--- src/rtl/pid_line_follower_drive_assert.svh ---
// Assertion macros for the line follower drive block.
// Each macro takes a label, a clock, an active-low reset, a condition and a consequence.
`ifndef PID_LINE_FOLLOWER_DRIVE_ASSERT_SVH
`define PID_LINE_FOLLOWER_DRIVE_ASSERT_SVH
`ifndef SYNTHESIS
`define PLFD_ASSERT_SAME(label, clk, rst_n, cond, cons) \
	label: assert property (@(posedge clk) disable iff (!rst_n) (cond) |-> (cons)) \
		else $error("same-cycle check failed");
`define PLFD_ASSERT_NEXT(label, clk, rst_n, cond, cons) \
	label: assert property (@(posedge clk) disable iff (!rst_n) (cond) |=> (cons)) \
		else $error("next-cycle check failed");
`else
`define PLFD_ASSERT_SAME(label, clk, rst_n, cond, cons)
`define PLFD_ASSERT_NEXT(label, clk, rst_n, cond, cons)
`endif
`endif

--- src/rtl/plfd_pkg.sv ---
package plfd_pkg;

	localparam int SENSOR_BITS   = 10;
	localparam int FRAC_BITS_DEF = 8;
	localparam int NUM_SENSORS   = 6;
	localparam int THRESH_W      = 10;
	localparam int GAIN_W        = 12;
	localparam int SPEED_W       = 8;
	localparam int SUM_W         = 24;
	localparam int COUNT_W       = 3;
	localparam int WSUM_W        = 5;
	localparam int DIV_STEPS     = 4;
	localparam int ACC_W         = 38;
	localparam int CMP_W         = (SENSOR_BITS > THRESH_W) ? SENSOR_BITS : THRESH_W;

	localparam int APB_DATA_W = 32;
	localparam int PADDR_W    = 5;
	localparam int REG_IDX_W  = 3;

	localparam logic [REG_IDX_W-1:0] REG_SENSE_THRESHOLD = 3'd0;
	localparam logic [REG_IDX_W-1:0] REG_GAIN_P          = 3'd1;
	localparam logic [REG_IDX_W-1:0] REG_GAIN_D          = 3'd2;
	localparam logic [REG_IDX_W-1:0] REG_GAIN_I          = 3'd3;
	localparam logic [REG_IDX_W-1:0] REG_CRUISE_SPEED    = 3'd4;
	localparam logic [REG_IDX_W-1:0] REG_SPEED_LIMIT     = 3'd5;
	localparam logic [REG_IDX_W-1:0] REG_SPIN_SPEED      = 3'd6;

	localparam logic [THRESH_W-1:0] RST_SENSE_THRESHOLD = 10'd512;
	localparam logic [GAIN_W-1:0]   RST_GAIN_P          = 12'd50;
	localparam logic [GAIN_W-1:0]   RST_GAIN_D          = 12'd1200;
	localparam logic [GAIN_W-1:0]   RST_GAIN_I          = 12'd5;
	localparam logic [SPEED_W-1:0]  RST_CRUISE_SPEED    = 8'd200;
	localparam logic [SPEED_W-1:0]  RST_SPEED_LIMIT     = 8'd255;
	localparam logic [SPEED_W-1:0]  RST_SPIN_SPEED      = 8'd180;

	typedef enum logic [1:0] {
		OP_FOLLOW = 2'd0,
		OP_CLEAR  = 2'd1,
		OP_STOP   = 2'd2
	} plfd_op_t;

	typedef enum logic [1:0] {
		MODE_FOLLOW = 2'd0,
		MODE_RIGHT  = 2'd1,
		MODE_LEFT   = 2'd2,
		MODE_UTURN  = 2'd3
	} plfd_mode_t;

	typedef enum logic [1:0] {
		TURN_NONE  = 2'd0,
		TURN_RIGHT = 2'd1,
		TURN_LEFT  = 2'd2
	} plfd_turn_t;

	typedef enum logic [3:0] {
		ST_IDLE,
		ST_EVAL,
		ST_DIV,
		ST_ERR,
		ST_MUL_P,
		ST_MUL_D,
		ST_MUL_I,
		ST_ACC,
		ST_SCALE,
		ST_EMIT
	} plfd_state_t;

	typedef struct packed {
		logic [1:0]             op;
		logic [SENSOR_BITS-1:0] reading_0;
		logic [SENSOR_BITS-1:0] reading_1;
		logic [SENSOR_BITS-1:0] reading_2;
		logic [SENSOR_BITS-1:0] reading_3;
		logic [SENSOR_BITS-1:0] reading_4;
		logic [SENSOR_BITS-1:0] reading_5;
	} plfd_sample_t;

	typedef struct packed {
		logic [SPEED_W-1:0] left_drive;
		logic [SPEED_W-1:0] right_drive;
		logic               left_backward;
		logic               right_backward;
		logic [1:0]         drive_mode;
		logic               all_seen;
		logic               line_lost;
	} plfd_drive_t;

	typedef struct packed {
		logic [THRESH_W-1:0] sense_threshold;
		logic [GAIN_W-1:0]   gain_p;
		logic [GAIN_W-1:0]   gain_d;
		logic [GAIN_W-1:0]   gain_i;
		logic [SPEED_W-1:0]  cruise_speed;
		logic [SPEED_W-1:0]  speed_limit;
		logic [SPEED_W-1:0]  spin_speed;
	} plfd_cfg_t;

	typedef struct packed {
		logic load;
		logic div_init;
		logic div_step;
		logic err_load;
		logic mul_p;
		logic mul_d;
		logic mul_i;
		logic acc_en;
		logic scale;
		logic commit;
	} plfd_cmd_t;

	typedef struct packed {
		logic pid_path;
	} plfd_stat_t;

endpackage

--- src/rtl/plfd_regs.sv ---
module plfd_regs import plfd_pkg::*; (
	input  logic                  clk,
	input  logic                  arst_n,
	input  logic                  psel,
	input  logic                  penable,
	input  logic                  pwrite,
	input  logic [PADDR_W-1:0]    paddr,
	input  logic [APB_DATA_W-1:0] pwdata,
	output logic [APB_DATA_W-1:0] prdata,
	output logic                  pready,
	output plfd_cfg_t             cfg
);

	plfd_cfg_t             cfg_q;
	logic [REG_IDX_W-1:0]  idx;
	logic                  wr_en;

	assign idx    = paddr[PADDR_W-1:2];
	assign wr_en  = psel && penable && pwrite;
	assign pready = 1'b1;
	assign cfg    = cfg_q;

	always_ff @(posedge clk or negedge arst_n) begin
		if (!arst_n) begin
			cfg_q.sense_threshold <= RST_SENSE_THRESHOLD;
			cfg_q.gain_p          <= RST_GAIN_P;
			cfg_q.gain_d          <= RST_GAIN_D;
			cfg_q.gain_i          <= RST_GAIN_I;
			cfg_q.cruise_speed    <= RST_CRUISE_SPEED;
			cfg_q.speed_limit     <= RST_SPEED_LIMIT;
			cfg_q.spin_speed      <= RST_SPIN_SPEED;
		end else if (wr_en) begin
			unique case (idx)
				REG_SENSE_THRESHOLD: cfg_q.sense_threshold <= pwdata[THRESH_W-1:0];
				REG_GAIN_P:          cfg_q.gain_p          <= pwdata[GAIN_W-1:0];
				REG_GAIN_D:          cfg_q.gain_d          <= pwdata[GAIN_W-1:0];
				REG_GAIN_I:          cfg_q.gain_i          <= pwdata[GAIN_W-1:0];
				REG_CRUISE_SPEED:    cfg_q.cruise_speed    <= pwdata[SPEED_W-1:0];
				REG_SPEED_LIMIT:     cfg_q.speed_limit     <= pwdata[SPEED_W-1:0];
				REG_SPIN_SPEED:      cfg_q.spin_speed      <= pwdata[SPEED_W-1:0];
				default: ;
			endcase
		end
	end

	always_comb begin
		unique case (idx)
			REG_SENSE_THRESHOLD: prdata = APB_DATA_W'(cfg_q.sense_threshold);
			REG_GAIN_P:          prdata = APB_DATA_W'(cfg_q.gain_p);
			REG_GAIN_D:          prdata = APB_DATA_W'(cfg_q.gain_d);
			REG_GAIN_I:          prdata = APB_DATA_W'(cfg_q.gain_i);
			REG_CRUISE_SPEED:    prdata = APB_DATA_W'(cfg_q.cruise_speed);
			REG_SPEED_LIMIT:     prdata = APB_DATA_W'(cfg_q.speed_limit);
			REG_SPIN_SPEED:      prdata = APB_DATA_W'(cfg_q.spin_speed);
			default:             prdata = '0;
		endcase
	end

endmodule

--- src/rtl/plfd_ctrl.sv ---
module plfd_ctrl import plfd_pkg::*; #(
	parameter int FRAC_BITS = FRAC_BITS_DEF
) (
	input  logic       clk,
	input  logic       arst_n,
	input  logic       sample_valid,
	output logic       sample_stall,
	output logic       drive_valid,
	input  logic       drive_stall,
	input  plfd_stat_t stat,
	output plfd_cmd_t  cmd
);

	localparam int NUM_W      = WSUM_W + FRAC_BITS;
	localparam int DIV_CYCLES = (NUM_W + DIV_STEPS - 1) / DIV_STEPS;
	localparam int CNT_W      = (DIV_CYCLES > 1) ? $clog2(DIV_CYCLES) : 1;
	localparam logic [CNT_W-1:0] CNT_LAST = CNT_W'(DIV_CYCLES - 1);

	plfd_state_t      state_q, state_n;
	logic [CNT_W-1:0] div_cnt_q;
	logic             drive_valid_q;

	assign drive_valid = drive_valid_q;

	always_ff @(posedge clk or negedge arst_n) begin
		if (!arst_n) begin
			state_q       <= ST_IDLE;
			div_cnt_q     <= '0;
			drive_valid_q <= 1'b0;
		end else begin
			state_q <= state_n;
			if (cmd.div_init) begin
				div_cnt_q <= '0;
			end else if (cmd.div_step) begin
				div_cnt_q <= div_cnt_q + CNT_W'(1);
			end
			if (cmd.commit) begin
				drive_valid_q <= 1'b1;
			end else if (drive_valid_q && !drive_stall) begin
				drive_valid_q <= 1'b0;
			end
		end
	end

	always_comb begin
		state_n      = state_q;
		cmd          = '0;
		sample_stall = 1'b1;
		unique case (state_q)
			ST_IDLE: begin
				sample_stall = 1'b0;
				if (sample_valid) begin
					cmd.load = 1'b1;
					state_n  = ST_EVAL;
				end
			end
			ST_EVAL: begin
				if (stat.pid_path) begin
					cmd.div_init = 1'b1;
					state_n      = ST_DIV;
				end else begin
					state_n = ST_EMIT;
				end
			end
			ST_DIV: begin
				cmd.div_step = 1'b1;
				if (div_cnt_q == CNT_LAST) begin
					state_n = ST_ERR;
				end
			end
			ST_ERR: begin
				cmd.err_load = 1'b1;
				state_n      = ST_MUL_P;
			end
			ST_MUL_P: begin
				cmd.mul_p = 1'b1;
				state_n   = ST_MUL_D;
			end
			ST_MUL_D: begin
				cmd.mul_d  = 1'b1;
				cmd.acc_en = 1'b1;
				state_n    = ST_MUL_I;
			end
			ST_MUL_I: begin
				cmd.mul_i  = 1'b1;
				cmd.acc_en = 1'b1;
				state_n    = ST_ACC;
			end
			ST_ACC: begin
				cmd.acc_en = 1'b1;
				state_n    = ST_SCALE;
			end
			ST_SCALE: begin
				cmd.scale = 1'b1;
				state_n   = ST_EMIT;
			end
			ST_EMIT: begin
				if (!drive_valid_q || !drive_stall) begin
					cmd.commit = 1'b1;
					state_n    = ST_IDLE;
				end
			end
			default: begin
				state_n = ST_IDLE;
			end
		endcase
	end

endmodule

--- src/rtl/plfd_datapath.sv ---
module plfd_datapath import plfd_pkg::*; #(
	parameter int FRAC_BITS = FRAC_BITS_DEF
) (
	input  logic         clk,
	input  logic         arst_n,
	input  plfd_cfg_t    cfg,
	input  plfd_sample_t sample,
	input  plfd_cmd_t    cmd,
	output plfd_stat_t   stat,
	output plfd_drive_t  drive
);

	localparam int NUM_W      = WSUM_W + FRAC_BITS;
	localparam int DIV_CYCLES = (NUM_W + DIV_STEPS - 1) / DIV_STEPS;
	localparam int DIV_W      = DIV_CYCLES * DIV_STEPS;
	localparam int REM_W      = COUNT_W + 1;
	localparam int POS_W      = FRAC_BITS + 3;
	localparam int ERR_W      = FRAC_BITS + 3;
	localparam int DIFF_W     = FRAC_BITS + 4;
	localparam int PROD_W     = GAIN_W + 1 + SUM_W;
	localparam int PID_W      = ACC_W - FRAC_BITS;

	localparam logic [POS_W-1:0] HALF7 = POS_W'(7 << (FRAC_BITS - 1));
	localparam logic signed [ACC_W-1:0] RND = ACC_W'((1 << FRAC_BITS) - 1);
	localparam logic [COUNT_W-1:0] ALL_ON = COUNT_W'(NUM_SENSORS);

	function automatic logic [SPEED_W-1:0] clamp_speed(input logic signed [PID_W:0] v,
			input logic [SPEED_W-1:0] lim);
		logic signed [PID_W:0] lim_s;
		lim_s = (PID_W+1)'({1'b0, lim});
		if (v[PID_W]) begin
			return '0;
		end else if (v > lim_s) begin
			return lim;
		end
		return v[SPEED_W-1:0];
	endfunction

	function automatic plfd_drive_t spin_word(input plfd_mode_t mode,
			input logic [SPEED_W-1:0] speed, input logic lost);
		plfd_drive_t w;
		w                = '0;
		w.left_drive     = speed;
		w.right_drive    = speed;
		w.right_backward = (mode == MODE_RIGHT);
		w.left_backward  = (mode != MODE_RIGHT);
		w.drive_mode     = mode;
		w.line_lost      = lost;
		return w;
	endfunction

	logic [SENSOR_BITS-1:0]   rd [NUM_SENSORS];
	logic [NUM_SENSORS-1:0]   on_in;
	logic [1:0]               op_q;
	logic [NUM_SENSORS-1:0]   on_q;
	logic [COUNT_W-1:0]       count;
	logic [WSUM_W-1:0]        wsum;

	logic [DIV_W-1:0]         div_q, div_nxt;
	logic [REM_W-1:0]         rem_q, rem_nxt;
	logic [POS_W-1:0]         pos;
	logic signed [ERR_W:0]    err_wide;

	logic signed [ERR_W-1:0]  err_q;
	logic signed [ERR_W-1:0]  last_error_q;
	logic signed [DIFF_W-1:0] diff_q;
	logic signed [SUM_W-1:0]  error_sum_q;
	logic signed [SUM_W:0]    sum_wide;
	logic signed [SUM_W-1:0]  sum_sat;

	logic [GAIN_W-1:0]        mul_a;
	logic signed [GAIN_W:0]   mul_a_s;
	logic signed [SUM_W-1:0]  mul_b;
	logic signed [PROD_W-1:0] prod_q;
	logic signed [ACC_W-1:0]  acc_q;
	logic signed [ACC_W-1:0]  bias;
	logic signed [ACC_W-1:0]  acc_adj;
	logic signed [PID_W-1:0]  pid_q;

	plfd_mode_t               spin_q, spin_n, spin_from_turn;
	plfd_turn_t               turn_q, turn_n, turn_upd;
	logic                     clear_pid;
	logic signed [PID_W:0]    lsum, rsum;
	logic [SPEED_W-1:0]       cruise_c, spin_c;
	plfd_drive_t              drive_q, drive_n;

	assign rd[0] = sample.reading_0;
	assign rd[1] = sample.reading_1;
	assign rd[2] = sample.reading_2;
	assign rd[3] = sample.reading_3;
	assign rd[4] = sample.reading_4;
	assign rd[5] = sample.reading_5;

	always_comb begin
		for (int i = 0; i < NUM_SENSORS; i++) begin
			on_in[i] = CMP_W'(rd[i]) > CMP_W'(cfg.sense_threshold);
		end
	end

	always_comb begin
		count = '0;
		wsum  = '0;
		for (int i = 0; i < NUM_SENSORS; i++) begin
			if (on_q[i]) begin
				count = count + COUNT_W'(1);
				wsum  = wsum + WSUM_W'(i + 1);
			end
		end
	end

	assign stat.pid_path = (op_q == OP_FOLLOW) && (spin_q == MODE_FOLLOW);

	// Restoring divider, several quotient bits per cycle; quotient bits shift in at the bottom.
	always_comb begin
		rem_nxt = rem_q;
		div_nxt = div_q;
		for (int k = 0; k < DIV_STEPS; k++) begin
			rem_nxt = {rem_nxt[REM_W-2:0], div_nxt[DIV_W-1]};
			div_nxt = {div_nxt[DIV_W-2:0], 1'b0};
			if (rem_nxt >= REM_W'(count)) begin
				rem_nxt    = rem_nxt - REM_W'(count);
				div_nxt[0] = 1'b1;
			end
		end
	end

	assign pos      = div_q[POS_W-1:0];
	assign err_wide = $signed({1'b0, HALF7}) - $signed({1'b0, pos});

	assign sum_wide = (SUM_W+1)'(error_sum_q) + (SUM_W+1)'(err_q);
	always_comb begin
		if (sum_wide[SUM_W] != sum_wide[SUM_W-1]) begin
			sum_sat = sum_wide[SUM_W] ? {1'b1, {(SUM_W-1){1'b0}}} : {1'b0, {(SUM_W-1){1'b1}}};
		end else begin
			sum_sat = sum_wide[SUM_W-1:0];
		end
	end

	always_comb begin
		priority if (cmd.mul_p) begin
			mul_a = cfg.gain_p;
			mul_b = SUM_W'(err_q);
		end else if (cmd.mul_d) begin
			mul_a = cfg.gain_d;
			mul_b = SUM_W'(diff_q);
		end else begin
			mul_a = cfg.gain_i;
			mul_b = error_sum_q;
		end
	end
	assign mul_a_s = {1'b0, mul_a};

	assign bias    = acc_q[ACC_W-1] ? RND : '0;
	assign acc_adj = acc_q + bias;

	always_comb begin
		turn_upd = turn_q;
		if (on_q[0] && !on_q[NUM_SENSORS-1]) begin
			turn_upd = TURN_RIGHT;
		end else if (!on_q[0] && on_q[NUM_SENSORS-1]) begin
			turn_upd = TURN_LEFT;
		end
		unique case (turn_upd)
			TURN_RIGHT: spin_from_turn = MODE_RIGHT;
			TURN_LEFT:  spin_from_turn = MODE_LEFT;
			default:    spin_from_turn = MODE_UTURN;
		endcase
	end

	assign cruise_c = (cfg.cruise_speed > cfg.speed_limit) ? cfg.speed_limit : cfg.cruise_speed;
	assign spin_c   = (cfg.spin_speed > cfg.speed_limit) ? cfg.speed_limit : cfg.spin_speed;
	assign lsum     = (PID_W+1)'({1'b0, cfg.cruise_speed}) + (PID_W+1)'(pid_q);
	assign rsum     = (PID_W+1)'({1'b0, cfg.cruise_speed}) - (PID_W+1)'(pid_q);

	always_comb begin
		drive_n   = '0;
		spin_n    = spin_q;
		turn_n    = turn_q;
		clear_pid = 1'b0;
		priority if (op_q != OP_FOLLOW) begin
			spin_n    = MODE_FOLLOW;
			clear_pid = (op_q == OP_CLEAR);
		end else if (spin_q != MODE_FOLLOW) begin
			if (on_q[2] || on_q[3]) begin
				spin_n = MODE_FOLLOW;
				if (count == ALL_ON) begin
					drive_n.all_seen = 1'b1;
				end else begin
					drive_n.left_drive  = cruise_c;
					drive_n.right_drive = cruise_c;
				end
			end else begin
				drive_n = spin_word(spin_q, spin_c, count == '0);
			end
		end else begin
			turn_n = turn_upd;
			priority if (count == '0) begin
				spin_n  = spin_from_turn;
				drive_n = spin_word(spin_from_turn, spin_c, 1'b1);
			end else if (count == ALL_ON) begin
				drive_n.all_seen = 1'b1;
			end else begin
				drive_n.left_drive  = clamp_speed(lsum, cfg.speed_limit);
				drive_n.right_drive = clamp_speed(rsum, cfg.speed_limit);
			end
		end
	end

	always_ff @(posedge clk or negedge arst_n) begin
		if (!arst_n) begin
			error_sum_q  <= '0;
			last_error_q <= '0;
			spin_q       <= MODE_FOLLOW;
			turn_q       <= TURN_NONE;
		end else begin
			if (cmd.mul_p) begin
				error_sum_q <= sum_sat;
			end else if (cmd.commit && clear_pid) begin
				error_sum_q <= '0;
			end
			if (cmd.mul_d) begin
				last_error_q <= err_q;
			end else if (cmd.commit && clear_pid) begin
				last_error_q <= '0;
			end
			if (cmd.commit) begin
				spin_q <= spin_n;
				turn_q <= turn_n;
			end
		end
	end

	always_ff @(posedge clk) begin
		if (cmd.load) begin
			op_q <= sample.op;
			on_q <= on_in;
		end
		if (cmd.div_init) begin
			div_q <= DIV_W'(wsum) << FRAC_BITS;
			rem_q <= '0;
		end else if (cmd.div_step) begin
			div_q <= div_nxt;
			rem_q <= rem_nxt;
		end
		if (cmd.err_load) begin
			err_q <= (count == '0) ? '0 : err_wide[ERR_W-1:0];
			acc_q <= '0;
		end else if (cmd.acc_en) begin
			acc_q <= acc_q + ACC_W'(prod_q);
		end
		if (cmd.mul_p) begin
			diff_q <= DIFF_W'(err_q) - DIFF_W'(last_error_q);
		end
		if (cmd.mul_p || cmd.mul_d || cmd.mul_i) begin
			prod_q <= mul_a_s * mul_b;
		end
		if (cmd.scale) begin
			pid_q <= acc_adj[ACC_W-1:FRAC_BITS];
		end
		if (cmd.commit) begin
			drive_q <= drive_n;
		end
	end

	assign drive = drive_q;

endmodule

--- src/rtl/pid_line_follower_drive.sv ---
// Six-sensor line follower with PID steering.
// Samples arrive as words on the sample channel (valid/stall); one drive word per
// sample leaves on the drive channel (valid/stall). A sample is taken when
// sample_valid is high and sample_stall is low; likewise for drive words.
// A follow sample passes through evaluate, the divider steps, error, the P, D and
// I products, accumulate, scale and emit before its drive word is registered; a
// stop, clear or spin sample goes from evaluate straight to emit. The block works
// on one sample at a time and takes the next one only once the word is registered
// and the sequencer is back in idle. The position divider (4 quotient bits a cycle)
// and the single shared gain multiplier, used once for each of the three PID terms,
// make the follow path the longer one.
// The drive word sits in an output register, so a new sample is taken while an
// earlier word still waits; a stalled receiver holds the word, and the next word
// is held back in the final step until the register frees.
// Reset clears the integral, the last error, the edge memory and the spin mode and
// loads the register defaults; no clearing pass is needed. Registers are written
// over the APB port and should only change while no sample is in flight.
`include "pid_line_follower_drive_assert.svh"

module pid_line_follower_drive import plfd_pkg::*; #(
	parameter int FRAC_BITS = FRAC_BITS_DEF
) (
	input  logic                  clk,
	input  logic                  arst_n,
	input  logic                  sample_valid,
	output logic                  sample_stall,
	input  plfd_sample_t          sample,
	output logic                  drive_valid,
	input  logic                  drive_stall,
	output plfd_drive_t           drive,
	input  logic                  psel,
	input  logic                  penable,
	input  logic                  pwrite,
	input  logic [PADDR_W-1:0]    paddr,
	input  logic [APB_DATA_W-1:0] pwdata,
	output logic [APB_DATA_W-1:0] prdata,
	output logic                  pready
);

	plfd_cfg_t  cfg;
	plfd_cmd_t  cmd;
	plfd_stat_t stat;

	// Register bank for thresholds, gains and speeds.
	plfd_regs u_regs (
		.clk     (clk),
		.arst_n  (arst_n),
		.psel    (psel),
		.penable (penable),
		.pwrite  (pwrite),
		.paddr   (paddr),
		.pwdata  (pwdata),
		.prdata  (prdata),
		.pready  (pready),
		.cfg     (cfg)
	);

	// The sequencer steps through divide, error, the three products, scaling and
	// the final commit of the drive word.
	plfd_ctrl #(
		.FRAC_BITS (FRAC_BITS)
	) u_ctrl (
		.clk          (clk),
		.arst_n       (arst_n),
		.sample_valid (sample_valid),
		.sample_stall (sample_stall),
		.drive_valid  (drive_valid),
		.drive_stall  (drive_stall),
		.stat         (stat),
		.cmd          (cmd)
	);

	// The datapath holds the sample, the divider, the shared multiplier, the PID
	// state, the edge memory, the spin mode and the output register.
	plfd_datapath #(
		.FRAC_BITS (FRAC_BITS)
	) u_dp (
		.clk    (clk),
		.arst_n (arst_n),
		.cfg    (cfg),
		.sample (sample),
		.cmd    (cmd),
		.stat   (stat),
		.drive  (drive)
	);

	// Once a sample is taken, the block is busy in the next cycle.
	`PLFD_ASSERT_NEXT(a_busy_after_take, clk, arst_n, sample_valid && !sample_stall, sample_stall)
	// A new drive word only shows up after the sequencer committed one.
	`PLFD_ASSERT_SAME(a_word_from_commit, clk, arst_n, $rose(drive_valid), $past(cmd.commit))
	// All sensors on means both motors stop and the line is not lost.
	`PLFD_ASSERT_SAME(a_all_seen_stops, clk, arst_n, drive_valid && drive.all_seen, drive.left_drive == 8'd0 && drive.right_drive == 8'd0 && !drive.line_lost)
	// A lost line is always answered by a spin or a U-turn.
	`PLFD_ASSERT_SAME(a_lost_spins, clk, arst_n, drive_valid && drive.line_lost, drive.drive_mode != MODE_FOLLOW)

endmodule

--- config.mk ---
export PLATFORM = sky130hd
export DESIGN_NAME = pid_line_follower_drive
export DESIGN_NICKNAME = d
export VERILOG_FILES = /design/src/rtl/plfd_pkg.sv /design/src/rtl/plfd_regs.sv /design/src/rtl/plfd_ctrl.sv /design/src/rtl/plfd_datapath.sv /design/src/rtl/pid_line_follower_drive.sv
export VERILOG_INCLUDE_DIRS = /design/src /design/src/rtl
export SDC_FILE = /design/constraint.sdc
export NUM_CORES = 2
export LEC_CHECK = 0
export BUFFER_PORTS_ARGS = -buffer_cell sky130_fd_sc_hd__buf_2
export CORE_ASPECT_RATIO = 0.5
export CORE_MARGIN = 10
export CORE_UTILIZATION = 50
export DETAILED_ROUTE_END_ITERATION = 12
export PLACE_DENSITY = 0.74
export SLEW_MARGIN = 20
export SYNTH_ARGS = -nofsm -noshare
export SYNTH_HDL_FRONTEND = slang
export SYNTH_SLANG_ARGS = --single-unit
--- constraint.sdc ---
create_clock -name clk -period 7.15 [get_ports clk]
set_input_delay 1.0725 -clock clk [delete_from_list [all_inputs] [get_ports clk]]
set_output_delay 1.0725 -clock clk [all_outputs]
set_load 0.01 [all_outputs]
; ---- Yosys cells after proc, flatten, opt, wreduce, memory -nomap -nowiden
; Cells that the tools add are included.
[classes]
div_mod_pow = 0
n_bitwise = 2
n_mux = 97
n_addsub = 22
n_shift = 0
n_lt_le_gt_ge = 14
n_eq_ne = 29
reduce_logical = 38
multipliers = 1
[ops]
columns = operator, n
row1 = 24-bit 2-to-1 mux, 6
row2 = 12-bit one-hot mux with 7 select lines, 1
row3 = 8-bit 2-to-1 mux, 9
row4 = 16-bit 2-to-1 mux, 4
row5 = 31-bit by 9-bit > comparator with 1-bit output, 2
row6 = 10-bit > comparator, 6
row7 = 1-bit 2-to-1 mux, 40
row8 = 4-bit one-hot mux with 10 select lines, 1
row9 = 38-bit by 37-bit adder with 38-bit output, 1
row10 = 38-bit adder, 1
row11 = 13-bit by 24-bit multiplier with 37-bit output, 1
row12 = 9-bit by 30-bit adder with 31-bit output, 1
row13 = 9-bit by 30-bit subtractor with 31-bit output, 1
row14 = 3-bit 2-to-1 mux, 9
row15 = 13-bit 2-to-1 mux, 2
row16 = 24-bit by 11-bit adder with 25-bit output, 1
row17 = 5-bit 2-to-1 mux, 5
row18 = 12-bit 2-to-1 mux, 2
row19 = 4-bit 2-to-1 mux, 6
row20 = 11-bit 2-to-1 mux, 2
row21 = 22-bit 2-to-1 mux, 1
row22 = "4-bit by 3-bit == test with 1-bit output, second input constant", 4
row23 = 4-bit by 3-bit greater-or-equal comparator with 1-bit output, 4
row24 = 8-bit > comparator, 2
row25 = 35 further kinds, 91
[totals]
rom_bits = 0
latchBits = 0
in_bits = 106
out_inout_bits = 57
word_cells = 234
ram_bits = 0
register_bits = 293
mem_count = 0

; ---- Depth between registers and ports, before layout
[depth]
ltp_word = 21
mapped_depth = 37
ltp_nobuf = 36

; ---- Cells and area by module
; Synthesis repeated with hierarchy kept, for this count alone.
[unflattened]
hier_cells = 3376
hier_area_um2 = 31534.0
[modules_own_cells]
columns = module, n_inst, cells_per_inst, area_each_um2, seq_area_each_um2
row1 = plfd_datapath, 1, 3053, 27490.1, 5770.5
row2 = plfd_regs, 1, 262, 3527.1, 1783.0
row3 = plfd_ctrl, 1, 61, 516.7, 175.2

; ---- Worst setup path after synthesis
; OpenSTA, ideal clock, no wires.
[synth_timing]
path_kind = reg-to-reg
start = reg u_ctrl.state_q[1]
end = reg u_dp.prod_q[33], data pin
setup_time_ps = 259
path_stages_with_launch = 26
required_ps = 6891
setup_slack_ps = -517
n_path_buf = 3
arrival_ps = 7408
period_less_slack_ps = 7667
cell_sequence = dfrtp_1 -> nor2b_1 -> and2_1 -> clkbuf_1 -> buf_1 -> clkbuf_1 -> nand2_1 -> a31oi_1 -> nand2_1 -> fa_1 -> fa_1 -> fa_1 -> fa_1 -> inv_1 -> fa_1 -> ha_1 -> a41o_1 -> a221oi_1 -> o21ai_0 -> a221oi_1 -> o21ai_0 -> a41o_1 -> o41a_1 -> a21o_1 -> a21oi_1 -> xnor2_1
[synth_between]
elab_chain_len = 5
elab_cells_between_ends = 9
cone_classes = 1 x mul / 2 x eq/ne / 6 x mux
[synth_lines]
columns = element, line_no
row1 = "start, declared", plfd_ctrl.sv:19  ; plfd_state_t state_q, state_n;
row2 = "start signal, assigned", plfd_ctrl.sv:31  ; state_q <= state_n;
row3 = 4-bit by 3-bit == test with 1-bit output, plfd_ctrl.sv:49  ; unique case (state_q)
row4 = 1-bit 2-to-1 mux, plfd_ctrl.sv:49
row5 = 12-bit 2-to-1 mux or 24-bit 2-to-1 mux (tied branches), plfd_datapath.sv:143  ; end else if (cmd.mul_d) begin
row6 = 12-bit 2-to-1 mux or 24-bit 2-to-1 mux (tied branches), plfd_datapath.sv:140  ; priority if (cmd.mul_p) begin
row7 = 13-bit by 24-bit multiplier with 37-bit output (*), plfd_datapath.sv:255  ; prod_q <= mul_a_s * mul_b;
row8 = "end signal, assigned", plfd_datapath.sv:255
row9 = "end, declared", plfd_datapath.sv:74  ; logic signed [PROD_W-1:0] prod_q;
; Mark *: on every way between the ends. The rest lies on a longest branch, timed or not.
; A chain may end at the register's enable or synchronous reset.

; ---- Worst setup path in the final report
[layout_timing]
start = reg u_ctrl.state_q[3]
end = reg u_dp.prod_q[33], data pin
; Same word-level chain as after synthesis.

==> impl_metrics.tcl <==
set metrics [dict create \
    outcome "complete, no violations" \
    place_area_um2 33300 \
    worst_pin_slew_ns 0.989 \
    finalInstanceArea_um2 35400 \
    cts_buffer_depth 3 \
    ys.flop_type "edfxtp_1" \
    crit_buf_inv 5 \
    vias_per_cell 5.74 \
    gp_congestion 0.916 \
    cts_buffers 30 \
    grt_pass1_wl_mm 130 \
    slowest_stage "fa_1" \
    ys_seq_area_frac 0.253 \
    area_growth_pct 16.0 \
    path_clk_slew_ns 0.06 \
    dr.pass1.iters 7 \
    fin_nets 4216 \
    portBuffers 119 \
    skew_ns 0.0219 \
    num_vias 25189 \
    synth_seq_cells 293 \
    maxCapViolCount 0 \
    drive_gt1_frac 0.188 \
    arrival_ns 7.38 \
    hold_violations 0 \
    grt_usage 0.217 \
    io_pins 163 \
    critPathTopFamily "adder cells" \
    grt_pass1_vias 25258 \
    routed_wl_mm 81.6 \
    ff2ff_setup_slack_ns 0.11 \
    cp_slowest_stage_delay_ns 0.56 \
    antenna_cells 0 \
    die_height_um 195 \
    synth.cell_area_um2 30500 \
    tns_ns 0 \
    cts.sinks 293 \
    async_flop_share 0.396 \
    setup_viol 0 \
    clk_latency_ns 0.60 \
    cts-root-buf "clkbuf_16" \
    synthTopCellsByArea "fa_1, edfxtp_1, ha_1" \
    final_max_slew_viol_count 0 \
    cts_tree "built" \
    antenna_found_initial 1 \
    timing.fmax_ghz 0.142 \
    ctsHoldBuffers 0 \
    drc_errors 0 \
    synth_area_per_cell_um2 9.27 \
    period_share 0.985 \
    fin_crit_ns 7.04 \
    crit_type "reg -> reg" \
    synth.top_cell.area_share 0.175 \
    ys_types 89 \
    dp_hpwl_mm 62.8 \
    yosys.area.top_type "fa_1" \
    fin_util 0.592 \
    relSlewSlack 0.340 \
    route.antenna.remaining_nets 0 \
    wire_per_inst_um 18.6 \
    synthCells 3290 \
    setup.worst_path.start_class "flop" \
    crit_top_cell "fa_1" \
    setup.worst_path.end_class "flop" \
    critPathMaxFanout 6 \
    required_ns 7.49 \
    htreeDepth 1 \
    die_area_um2 71900 \
    rows 63 \
    grt_max_degree 77 \
    drtIter0Drc 2342 \
    core_area_um2 59800 \
    yosysWarningCount 0 \
    die_w_um 369 \
    hold_path_class "reg -> reg" \
    start_util 0.510 \
    synth-edff-count 125 \
    overflow 0 \
]
-- metal layers --
layer / track usage / wire length [µm] / up-vias
met5: 0 / 0 / -
met4: 0.0505 / 1900 / 0
met3: 0.0327 / 6270 / 148
met2: 0.352 / 37500 / 907
met1: 0.303 / 36000 / 12364
li1: - / - / 11770
-- stage by stage --
step | hold slack, ns | setup WS, ns | std cells
2_1_floorplan | 0.418 | -0.0145 | 3309
3_3_place_gp | 0.438 | -0.144 | 4291
3_5_place_dp | 0.443 | -0.256 | 4291
4_1_cts | 0.455 | 0.00589 | 4348
5_1_grt | 0.500 | -0.132 | 4386
6_report | 0.457 | 0.110 | 4386
-- cells in the mapped netlist (all sizes together), types with 17 or more instances --
cell    instances
mux2i          46
and3           25
o21bai         17
nand4          32
xor2           52
clkbuf        102
nand2b         42
xnor2         109
a211oi         19
mux2           78
dfrtp          91
nor3           43
o21a           58
ha            293
edfxtp        125
o22ai          23
dfxtp          52
a221o          38
a22o           21
dfstp          25
nor2b          39
inv           374
fa            267
nor2          277
a21oi         176
o21ai         126
a21o           67
nand2         376
nand3          57
buf            37
-- flip-flops by register name (all words and copies together), names as in the netlist, 4 cells and up --
name	count
u_dp.drive	22
u_dp.err_q	11
u_dp.acc_q	38
u_dp.prod_q	37
u_ctrl.state_q	4
u_dp.last_error_q	11
u_dp.error_sum_q	24
u_dp.diff_q	12
u_dp.div_q	16
u_regs.cfg	70
u_dp.pid_q	30
u_dp.on_q	6
-- cells by family (layout without fill, tap and decap cells) --
kind of cell / count (synthesis) / count (layout) / share of synthesized area
AO/OA/AOI/OAI: 653 / 653 / 0.143
XOR/XNOR: 161 / 161 / 0.0462
adder cells (fa/ha/maj): 563 / 563 / 0.296
buffers and inverters: 514 / 779 / 0.0668
flip-flops: 293 / 293 / 0.253
multiplexers: 131 / 131 / 0.0491
other: 2 / 21 / 0.000246
AND/OR/NAND/NOR: 973 / 973 / 0.145
-- layout make-up --
type | instances | area (µm²)
Inverter | 374 | 1410
Tap cell | 812 | 1020
Multi-Input combinational cell | 2502 | 21600
Clock buffer | 39 | 785
Clock inverter | 17 | 163
Fill cell | 4827 | 24400
Sequential cell | 293 | 7730
Timing Repair Buffer | 349 | 2640
-- tightest hold or removal path, cell delays in order, from the launching register on --
cell,delay [ns]
edfxtp_1,0.32
nand2_1,0.05
o31ai_1,0.06
-- repair_timing --
action / in CTS / in global routing
cloned: 0 / 3
buffers inserted: 1 / 36
endpoints found under the setup margin: 9 / 10
gates resized for setup: 22 / 168
pin swaps: 3 / 79
-- cell usage in the layout, fill, tap and decap left out, drive strengths merged, types with 10 or more instances in the layout --
cell type | Yosys | routed
nor2b | 39 | 39
or3 | 10 | 10
dfrtp | 91 | 91
nand3 | 57 | 57
nor4 | 15 | 15
o22ai | 23 | 23
clkinv | 0 | 13
a221o | 38 | 38
conb | 2 | 21
buf | 37 | 347
nand2b | 42 | 42
nand4 | 32 | 32
mux2i | 46 | 46
a22o | 21 | 21
clkbuf | 102 | 41
xnor2 | 109 | 109
mux2 | 78 | 78
a211oi | 19 | 19
ha | 293 | 293
o21ai | 126 | 126
o21a | 58 | 58
dfxtp | 52 | 52
edfxtp | 125 | 125
and2 | 16 | 16
nor2 | 277 | 277
inv | 374 | 374
xor2 | 52 | 52
a21o | 67 | 67
nand2 | 376 | 376
nor3 | 43 | 43
fa | 267 | 267
and3 | 25 | 25
a21oi | 176 | 176
o21bai | 17 | 17
dfstp | 25 | 25
a31oi | 16 | 16
-- worst paths after layout --
path	from	endpoint	cells after the start
worst max-delay path	u_ctrl.state_q[3]	u_dp.prod_q[33]	26
worst max register to register	u_ctrl.state_q[3]	u_dp.prod_q[33]	26
max in group asynchronous	arst_n	u_regs.cfg[18]	2
worst min register to register	u_dp.div_q[11]	u_dp.div_q[15]	2
worst min-delay path	u_dp.div_q[11]	u_dp.div_q[15]	2
min in group asynchronous	arst_n	u_dp.last_error_q[5]	1
Power is not shown: default switching activity piles up to over one toggle a cycle in this logic, so the estimate is an artifact.
